## src/hw/rtl/sha1md_pkg.sv

```systemverilog
// shared types, constants and helpers for the sha-1 message digest block
// no dependencies; imported by the controller, the datapath and the top level
package sha1md_pkg;

  localparam int unsigned WordW  = 32;
  localparam int unsigned ByteW  = 8;
  localparam int unsigned NumH   = 5;
  localparam int unsigned Rounds = 80;

  localparam logic [ByteW-1:0] PadByte = 8'h80;

  localparam logic [WordW-1:0] InitH [NumH] = '{
    32'h67452301, 32'hEFCDAB89, 32'h98BADCFE, 32'h10325476, 32'hC3D2E1F0
  };

  localparam logic [WordW-1:0] K0 = 32'h5A827999;
  localparam logic [WordW-1:0] K1 = 32'h6ED9EBA1;
  localparam logic [WordW-1:0] K2 = 32'h8F1BBCDC;
  localparam logic [WordW-1:0] K3 = 32'hCA62C1D6;

  localparam logic [6:0] LastRound = 7'd79;

  typedef enum logic [2:0] {
    ST_IDLE,
    ST_PAD80,
    ST_PADZ,
    ST_PADLEN,
    ST_COMP,
    ST_ADD,
    ST_OUT
  } state_t;

  typedef enum logic [1:0] {
    BSEL_IN,
    BSEL_PAD80,
    BSEL_ZERO,
    BSEL_LEN
  } byte_sel_t;

  // commands from the controller to the datapath
  typedef struct packed {
    logic      byte_we;    // push one byte into the block
    logic      len_inc;    // byte belongs to the message
    byte_sel_t byte_sel;
    logic      load_work;  // copy chain words into work words
    logic      round;      // run one compression round
    logic      add;        // fold work words into chain words
    logic      out_shift;  // digest word taken, move to next
    logic      out_done;   // last digest word taken, back to initial values
  } cmd_t;

  // status from the datapath to the controller
  typedef struct packed {
    logic cnt_full;    // byte count is 63
    logic cnt_at55;    // next byte lands at 55, length follows
    logic round_last;  // round 79
    logic out_last;    // fifth digest word on the output
  } sts_t;

  function automatic logic [WordW-1:0] round_k(input logic [6:0] t);
    logic [WordW-1:0] k;
    if (t < 7'd20)      k = K0;
    else if (t < 7'd40) k = K1;
    else if (t < 7'd60) k = K2;
    else                k = K3;
    return k;
  endfunction

endpackage

```

## src/hw/rtl/sha1md_ctrl.sv

```systemverilog
// controller state machine for the sha-1 message digest block
// depends on sha1md_pkg; drives the datapath through cmd_t, reads sts_t
module sha1md_ctrl
  import sha1md_pkg::*;
(
  input  logic   clk,
  input  logic   rst_n,
  input  logic   in_tvalid,
  output logic   in_tready,
  input  logic   in_tlast,
  input  logic   in_tuser,
  output logic   out_tvalid,
  input  logic   out_tready,
  input  sts_t   sts,
  output cmd_t   cmd
);

  state_t state_r, state_nxt;
  state_t ret_r, ret_nxt;
  state_t pad_next;

  always_ff @(posedge clk) begin
    if (!rst_n) begin
      state_r <= ST_IDLE;
      ret_r   <= ST_IDLE;
    end else begin
      state_r <= state_nxt;
      ret_r   <= ret_nxt;
    end
  end

  always_comb begin
    state_nxt  = state_r;
    ret_nxt    = ret_r;
    cmd        = '0;
    in_tready  = 1'b0;
    out_tvalid = 1'b0;
    pad_next   = sts.cnt_at55 ? ST_PADLEN : ST_PADZ;
    unique case (state_r)
      ST_IDLE: begin
        in_tready = 1'b1;
        if (in_tvalid) begin
          if (in_tuser) begin
            cmd.byte_we  = 1'b1;
            cmd.len_inc  = 1'b1;
            cmd.byte_sel = BSEL_IN;
          end
          if (in_tuser && sts.cnt_full) begin
            cmd.load_work = 1'b1;
            state_nxt     = ST_COMP;
            ret_nxt       = in_tlast ? ST_PAD80 : ST_IDLE;
          end else begin
            state_nxt = in_tlast ? ST_PAD80 : ST_IDLE;
          end
        end
      end
      ST_PAD80, ST_PADZ: begin
        cmd.byte_we  = 1'b1;
        cmd.byte_sel = (state_r == ST_PAD80) ? BSEL_PAD80 : BSEL_ZERO;
        if (sts.cnt_full) begin
          cmd.load_work = 1'b1;
          state_nxt     = ST_COMP;
          ret_nxt       = pad_next;
        end else begin
          state_nxt = pad_next;
        end
      end
      ST_PADLEN: begin
        cmd.byte_we  = 1'b1;
        cmd.byte_sel = BSEL_LEN;
        if (sts.cnt_full) begin
          cmd.load_work = 1'b1;
          state_nxt     = ST_COMP;
          ret_nxt       = ST_OUT;
        end
      end
      ST_COMP: begin
        cmd.round = 1'b1;
        if (sts.round_last) begin
          state_nxt = ST_ADD;
        end
      end
      ST_ADD: begin
        cmd.add   = 1'b1;
        state_nxt = ret_r;
      end
      ST_OUT: begin
        out_tvalid = 1'b1;
        if (out_tready) begin
          cmd.out_shift = 1'b1;
          if (sts.out_last) begin
            cmd.out_done = 1'b1;
            state_nxt    = ST_IDLE;
          end
        end
      end
      default: begin
        state_nxt = ST_IDLE;
      end
    endcase
  end

  a_no_in_during_out: assert property (@(posedge clk) disable iff (!rst_n)
    !(in_tready && out_tvalid))
    else $error("input accepted while digest is on the output");

  a_round_then_add: assert property (@(posedge clk) disable iff (!rst_n)
    (state_r == ST_COMP && sts.round_last) |=> (state_r == ST_ADD))
    else $error("final round not followed by chain update");

  a_last_word_idle: assert property (@(posedge clk) disable iff (!rst_n)
    (out_tvalid && out_tready && sts.out_last) |=> (state_r == ST_IDLE && in_tready))
    else $error("block not ready for a new message after the last digest word");

endmodule

```

## src/hw/rtl/sha1md_dp.sv

```systemverilog
// datapath for the sha-1 message digest block: byte packer, schedule shift line,
// round logic, chain words, byte count and bit length; depends on sha1md_pkg
module sha1md_dp
  import sha1md_pkg::*;
(
  input  logic             clk,
  input  logic             rst_n,
  input  logic [ByteW-1:0] in_byte,
  input  cmd_t             cmd,
  output sts_t             sts,
  output logic [WordW-1:0] out_word
);

  logic [WordW-1:0] chain_r [NumH];
  logic [WordW-1:0] work_r  [NumH];
  logic [WordW-1:0] win_r   [16];
  logic [23:0]      pack_r;
  logic [5:0]       cnt_r;
  logic [63:0]      len_r;
  logic [6:0]       rnd_r;
  logic [2:0]       oidx_r;

  logic [ByteW-1:0] byte_mux;
  logic [63:0]      len_sh;
  logic [WordW-1:0] word_full;
  logic [WordW-1:0] w_x;
  logic [WordW-1:0] w_cur;
  logic [WordW-1:0] f_val;
  logic [WordW-1:0] tmp;

  assign len_sh    = len_r >> {~cnt_r[2:0], 3'b000};
  assign word_full = {pack_r, byte_mux};
  assign w_x       = win_r[13] ^ win_r[8] ^ win_r[2] ^ win_r[0];
  assign w_cur     = (rnd_r < 7'd16) ? win_r[0] : {w_x[30:0], w_x[31]};

  always_comb begin
    unique case (cmd.byte_sel)
      BSEL_IN:    byte_mux = in_byte;
      BSEL_PAD80: byte_mux = PadByte;
      BSEL_ZERO:  byte_mux = '0;
      BSEL_LEN:   byte_mux = len_sh[7:0];
      default:    byte_mux = '0;
    endcase
  end

  always_comb begin
    if (rnd_r < 7'd20) begin
      f_val = (work_r[1] & work_r[2]) | (~work_r[1] & work_r[3]);
    end else if (rnd_r < 7'd40 || rnd_r >= 7'd60) begin
      f_val = work_r[1] ^ work_r[2] ^ work_r[3];
    end else begin
      f_val = (work_r[1] & work_r[2]) | (work_r[1] & work_r[3]) | (work_r[2] & work_r[3]);
    end
  end

  assign tmp = {work_r[0][26:0], work_r[0][31:27]} + f_val + work_r[4]
             + round_k(rnd_r) + w_cur;

  // control counters and chain words
  always_ff @(posedge clk) begin
    if (!rst_n) begin
      cnt_r  <= '0;
      len_r  <= '0;
      rnd_r  <= '0;
      oidx_r <= '0;
      for (int i = 0; i < NumH; i++) chain_r[i] <= InitH[i];
    end else begin
      if (cmd.byte_we) cnt_r <= cnt_r + 6'd1;
      if (cmd.len_inc) len_r <= len_r + 64'd8;
      if (cmd.round) rnd_r <= (rnd_r == LastRound) ? 7'd0 : rnd_r + 7'd1;
      if (cmd.add) begin
        for (int i = 0; i < NumH; i++) chain_r[i] <= chain_r[i] + work_r[i];
      end
      if (cmd.out_done) begin
        len_r  <= '0;
        oidx_r <= '0;
        for (int i = 0; i < NumH; i++) chain_r[i] <= InitH[i];
      end else if (cmd.out_shift) begin
        oidx_r <= oidx_r + 3'd1;
        for (int i = 0; i < NumH - 1; i++) chain_r[i] <= chain_r[i+1];
      end
    end
  end

  // payload: packer, schedule shift line, work words
  always_ff @(posedge clk) begin
    if (cmd.byte_we) begin
      pack_r <= {pack_r[15:0], byte_mux};
    end
    if (cmd.byte_we && cnt_r[1:0] == 2'd3) begin
      for (int i = 0; i < 15; i++) win_r[i] <= win_r[i+1];
      win_r[15] <= word_full;
    end else if (cmd.round) begin
      for (int i = 0; i < 15; i++) win_r[i] <= win_r[i+1];
      win_r[15] <= w_cur;
    end
    if (cmd.load_work) begin
      for (int i = 0; i < NumH; i++) work_r[i] <= chain_r[i];
    end else if (cmd.round) begin
      work_r[4] <= work_r[3];
      work_r[3] <= work_r[2];
      work_r[2] <= {work_r[1][1:0], work_r[1][31:2]};
      work_r[1] <= work_r[0];
      work_r[0] <= tmp;
    end
  end

  assign sts.cnt_full   = (cnt_r == 6'd63);
  assign sts.cnt_at55   = (cnt_r == 6'd55);
  assign sts.round_last = (rnd_r == LastRound);
  assign sts.out_last   = (oidx_r == 3'(NumH - 1));
  assign out_word       = chain_r[0];

endmodule

```

## src/hw/rtl/sha1_message_digest.sv

```systemverilog
// sha-1 message digest, top level: stream ports, controller and datapath
// depends on sha1md_pkg, sha1md_ctrl and sha1md_dp
//
// a byte without the end mark is taken while the block is idle; the byte that fills a 64-byte
// block stalls the input while the single round unit runs 80 rounds, then one chain add
// on the end mark the padding bytes go through the same byte path, one per cycle while no
// block is compressed: 9 to 72 bytes, one or two compressions, then five digest words, one
// per cycle while out_tready is high; no input is taken until the fifth word is taken
// reset (rst_n low, synchronous) loads the initial chain values and clears counters
module sha1_message_digest
  import sha1md_pkg::*;
(
  input  logic        clk,
  input  logic        rst_n,
  input  logic        in_tvalid,
  output logic        in_tready,
  input  logic [7:0]  in_tdata,   // [7:0] data_byte
  input  logic        in_tuser,   // [0] byte_valid
  input  logic        in_tlast,   // end_of_message
  output logic        out_tvalid,
  input  logic        out_tready,
  output logic [31:0] out_tdata,  // [31:0] digest_word
  output logic        out_tlast   // last_word
);

  // command and status between controller and datapath
  cmd_t cmd;
  sts_t sts;

  // sequencer: byte intake, padding phases, round loop, digest output
  sha1md_ctrl u_ctrl (
    .clk        (clk),
    .rst_n      (rst_n),
    .in_tvalid  (in_tvalid),
    .in_tready  (in_tready),
    .in_tlast   (in_tlast),
    .in_tuser   (in_tuser),
    .out_tvalid (out_tvalid),
    .out_tready (out_tready),
    .sts        (sts),
    .cmd        (cmd)
  );

  // datapath: block words shift in four bytes at a time, rounds reuse the same line
  sha1md_dp u_dp (
    .clk      (clk),
    .rst_n    (rst_n),
    .in_byte  (in_tdata),
    .cmd      (cmd),
    .sts      (sts),
    .out_word (out_tdata)
  );

  // fifth word of the digest carries the last mark
  assign out_tlast = sts.out_last;

endmodule
```

## config.mk

```make
export PLATFORM = sky130hd
export DESIGN_NAME = sha1_message_digest
export DESIGN_NICKNAME = d
export VERILOG_FILES = /design/src/hw/rtl/sha1md_pkg.sv /design/src/hw/rtl/sha1md_ctrl.sv /design/src/hw/rtl/sha1md_dp.sv /design/src/hw/rtl/sha1_message_digest.sv
export SDC_FILE = /design/constraint.sdc
export NUM_CORES = 2
export LEC_CHECK = 0
export BUFFER_PORTS_ARGS = -buffer_cell sky130_fd_sc_hd__buf_2
export CORE_MARGIN = 5
export CORE_UTILIZATION = 40
export CTS_CLUSTER_DIAMETER = 200
export CTS_CLUSTER_SIZE = 16
export DETAILED_ROUTE_END_ITERATION = 8
export SYNTH_ARGS = -nofsm -noshare
export SYNTH_HDL_FRONTEND = slang
export SYNTH_SLANG_ARGS = --single-unit
```

## constraint.sdc

```tcl
create_clock -name clk -period 24.1 [get_ports clk]
set_clock_uncertainty 0.15 [all_clocks]
set_input_delay 4.82 -clock clk [delete_from_list [all_inputs] [get_ports clk]]
set_output_delay 4.82 -clock clk [all_outputs]
set_load 0.05 [all_outputs]
```

==> impl_metrics.py <==
metrics = {
    "yosys": {
        "avgSynthCellArea_um2": 11.8,
        "synth_cell_type_count": 90,
        "number_of_synthesized_flops_with_an_enable_pin": 856,
        "postSynthRegisterBits": 939,
        "synth.yosys.seq_area_share_pct": 56.8,
        "post_synth_and_or_nand_nor_area_fraction_pct": 11.2,
        "synthesis.yosys.warnings": 0,
        "post_synthesis_adder_cell_area_fraction_pct": 11.0,
        "largest_family_of_logic_cells_by_synthesized_area": "compound AO/OA/AOI/OAI gates",
        "synth_mux_area_share_pct": 1.05,
        "post_synth_inst_count": 4096,
        "synth_top_flop_cell": "sky130_fd_sc_hd__edfxtp_1",
        "synth_compound_gate_area_share_pct": 11.3,
        "syn-cell-area_mm2": 0.0482,
        "syn-num-nets": 4459,
        "yosys.area_share.xor_xnor_pct": 5.49,
        "synth_async_sr_flop_share_pct": 0,
    },
    "timing": {
        "finalSetupViolations": 0,
        "grt_setup_unrepaired": "no",
        "worst-slew-pin-transition_ps": 1210,
        "fin_crit_sh_pct": 37.5,
        "report.final.slew_viol_count": 0,
        "maxClockFrequency_ghz": 0.111,
        "tns_ps": 0,
        "final_hold_viol_count": 0,
        "max_slew_margin_pct": 18.2,
        "min_period_ps": 9030,
    },
    "clocking": {
        "cts-hold-fix-buffers": 0,
        "tritoncts": "yes",
        "cts_sinks": 939,
        "cts.repair.resized": 0,
        "cts_max_path_buffers": 3,
        "post-cts-setup-buffer-count": 0,
        "cts_buffers": 68,
        "clk_latency_ps": 650,
        "maximum_level_of_the_cts_h_tree": 3,
        "clock_tree.root_cell": "sky130_fd_sc_hd__clkbuf_16",
        "clk_transition_reported_paths_ps": 80,
    },
    "floorplanning": {
        "num_rows": 127,
        "ios": 49,
        "design.die.area_mm2": 0.127,
        "dieHeight_um": 357,
        "placeableCoreArea_mm2": 0.120,
        "floorplan.initialDensity_pct": 40.2,
        "floorplan.die.width_um": 357,
    },
    "layout": {
        "areaGrowthSynthToFinish_pct": 7.85,
        "num_antenna_cells": 0,
        "mostFrequentLayoutCells": "sky130_fd_sc_hd__edfxtp_1 (856), sky130_fd_sc_hd__nand2_1 (642), sky130_fd_sc_hd__nor2_1 (259)",
        "layout-drive-gt1-share_pct": 5.18,
        "layout.cells.most_common": "sky130_fd_sc_hd__edfxtp_1",
        "design.final.nets": 4458,
    },
    "job": {
        "max_cap_violations": 0,
    },
    "global_route": {
        "grt_pass1_vias": 30039,
        "grt_max_degree": 208,
        "grt_antenna_before_repair": 0,
        "gr-usage-met2_pct": 29.7,
        "first_pass_grt_wire_length_um": 184000,
        "gr-usage-met3_pct": 2.39,
        "groute.layer.met1.usage_pct": 27.4,
        "globalRoute.busiestLayer": "met2",
        "grt_remaining_overflow": 0,
        "globalRouteTotalUtil_pct": 18.7,
    },
    "setup_path": {
        "required_ps": 24220,
        "path_class": "in2reg",
        "timing.rr.end": "u_dp.work_r[0][28]",
        "worst_path_cell_trace": "buf_2 > nand2_1 > o21ai_4 > buf_4 > or2_2 > nand2b_4 > buf_4 > buf_4",
        "critPathLaunchType": "primary input",
        "critical_path.endpoint_type": "flop",
        "timing.reg2reg.setup_slack_ps": 16630,
        "cp_top_family": "buffers and inverters",
        "critical_path_buf_inv_count": 4,
        "reg2reg_depth": 22,
        "crit_path_top_delay_cell": "sky130_fd_sc_hd__nand2b_4",
        "crit_cells": 8,
        "crit_path_max_incr_delay_ps": 890,
        "cp_common_cell": "sky130_fd_sc_hd__buf_4",
        "crit_path_max_fanout": 66,
        "timing.rr.start": "u_dp.rnd_r[4]",
        "critical_path_arrival_ps": 9150,
    },
    "worst_hold_path": {
        "worst_hold_startpoint": "u_dp.win_r[7][16]",
        "timing.hold.worst_path_depth": 0,
        "holdCritPathClass": "reg2reg",
        "hold-path-endpoint": "u_dp.win_r[6][16]",
    },
    "routing": {
        "routed_wl_um": 121000,
        "dr.first_iter.drc_count": 2833,
        "post_drt_via_cell_ratio": 5.43,
        "via_count_of_the_routed_design": 31082,
        "remaining_drc_errors": 0,
        "detail_route.first_pass.iterations": 7,
        "wl_per_instance_um": 21.2,
        "final_antenna_net_count": 0,
    },
    "power": {
        "total_power_after_layout_mw": 3.53,
        "power.static_leakage_nw": 18.6,
        "largest_voltage_drop_on_the_vdd_net_mv": 0.0607,
        "pwrdens_mw_per_mm2": 68.0,
    },
    "placed_design": {
        "dp.final_hpwl_um": 84300,
        "buffer_ports.inserted": 48,
        "gp_congestion": 0.888,
    },
    "outcome": {
        "run_status": "finished clean",
    },
}
[layout make-up]
type,instances,area [um2]
Clock buffer,81,1750
Clock inverter,7,114
Tap cell,1612,2020
Sequential cell,939,27400
Inverter,223,837
Timing Repair Buffer,82,520
Multi-Input combinational cell,2781,19400
Fill cell,11122,67900
[through the flow]
| step | setup WS (ps) | cell area (um2) | std cells | hold WS, ps | utilization, % |
|---|---|---|---|---|---|
| finish | 15070 | 52000 | 5725 | 261 | 43.4 |
| global route | 14730 | 52000 | 5725 | 263 | 43.4 |
| CTS | 14900 | 52000 | 5725 | 264 | 43.4 |
| detailed placement | 14200 | 50100 | 5637 | 255 | 41.8 |
| global placement | 14250 | 50100 | 5637 | 250 | 41.8 |
| floorplan | 5530 | 48200 | 4096 | 250 | - |
[cell usage after synthesis, types with 21 or more instances]
cell                       number  area, um2
sky130_fd_sc_hd__xnor2_1      198       1730
sky130_fd_sc_hd__inv_1        222        833
sky130_fd_sc_hd__nor2b_1       51        319
sky130_fd_sc_hd__xor2_1       104        911
sky130_fd_sc_hd__clkbuf_1     101        379
sky130_fd_sc_hd__a21o_1        83        623
sky130_fd_sc_hd__edfxtp_1     856      25700
sky130_fd_sc_hd__nor3_1        41        205
sky130_fd_sc_hd__buf_4         32        240
sky130_fd_sc_hd__nand3_1       66        330
sky130_fd_sc_hd__a31oi_1       21        131
sky130_fd_sc_hd__and3_1        25        156
sky130_fd_sc_hd__or3_1         26        163
sky130_fd_sc_hd__nand2_1      645       2420
sky130_fd_sc_hd__o21a_1        35        263
sky130_fd_sc_hd__nand4_1       25        156
sky130_fd_sc_hd__a21oi_1      232       1160
sky130_fd_sc_hd__dfxtp_1       83       1660
sky130_fd_sc_hd__fa_1         124       2480
sky130_fd_sc_hd__nor2_1       260        976
sky130_fd_sc_hd__o21ai_0      260       1300
sky130_fd_sc_hd__ha_1         225       2820
[worst max path at each step]
stage	start	endpoint	slack [ps]
2_1_floorplan	in_tvalid	u_dp.win_r[0][0]	5530
3_3_place_gp	out_tready	u_dp.chain_r[0][15]	14250
3_5_place_dp	out_tready	u_dp.chain_r[0][14]	14200
4_1_cts	out_tready	u_dp.chain_r[0][46]	14900
5_1_grt	out_tready	u_dp.chain_r[0][13]	14730
6_report	out_tready	u_dp.chain_r[0][78]	15070
[state kept, by name (all words and copies together), names as in the netlist, 6 cells and up]
| register | cells |
|---|---|
| u_dp.win_r | 512 |
| u_dp.chain_r | 160 |
| u_dp.work_r | 160 |
| u_dp.len_r | 61 |
| u_dp.pack_r | 24 |
| u_dp.rnd_r | 7 |
| u_dp.cnt_r | 6 |
[power by group]
part	internal (mW)	switching, mW	leakage (nW)	total [mW]
logic	0.187	0.326	9.43	0.513
clock network	0.519	0.563	0.900	1.08
registers	1.88	0.0564	8.27	1.94
[metal layers]
| layer | wire, um | share of wire (%) |
|---|---|---|
| met1 | 56300 | 46 |
| met3 | 7240 | 6.0 |
| met2 | 55000 | 45 |
| met4 | 2700 | 2.2 |
| met5 | 0 | 0 |
[worst reg2reg max path: cells and delay by family (launching register included)]
kind                     cells  cell delay [ps]
AO/OA/AOI/OAI                9             3230
buffers and inverters        4              650
adder cells (fa/ha/maj)      4             1920
XOR/XNOR                     1              150
flip-flops                   1              370
AND/OR/NAND/NOR              4              750
[cells by family after synthesis]
family | count (synthesis)
DFF | 939
muxes | 34
adders and majority gates | 349
buffers and inverters | 376
and+or+nand+nor | 1232
AOI/OAI and AO/OA | 864
xor gates and xnor gates | 302
(Power assumes the default switching activity.)
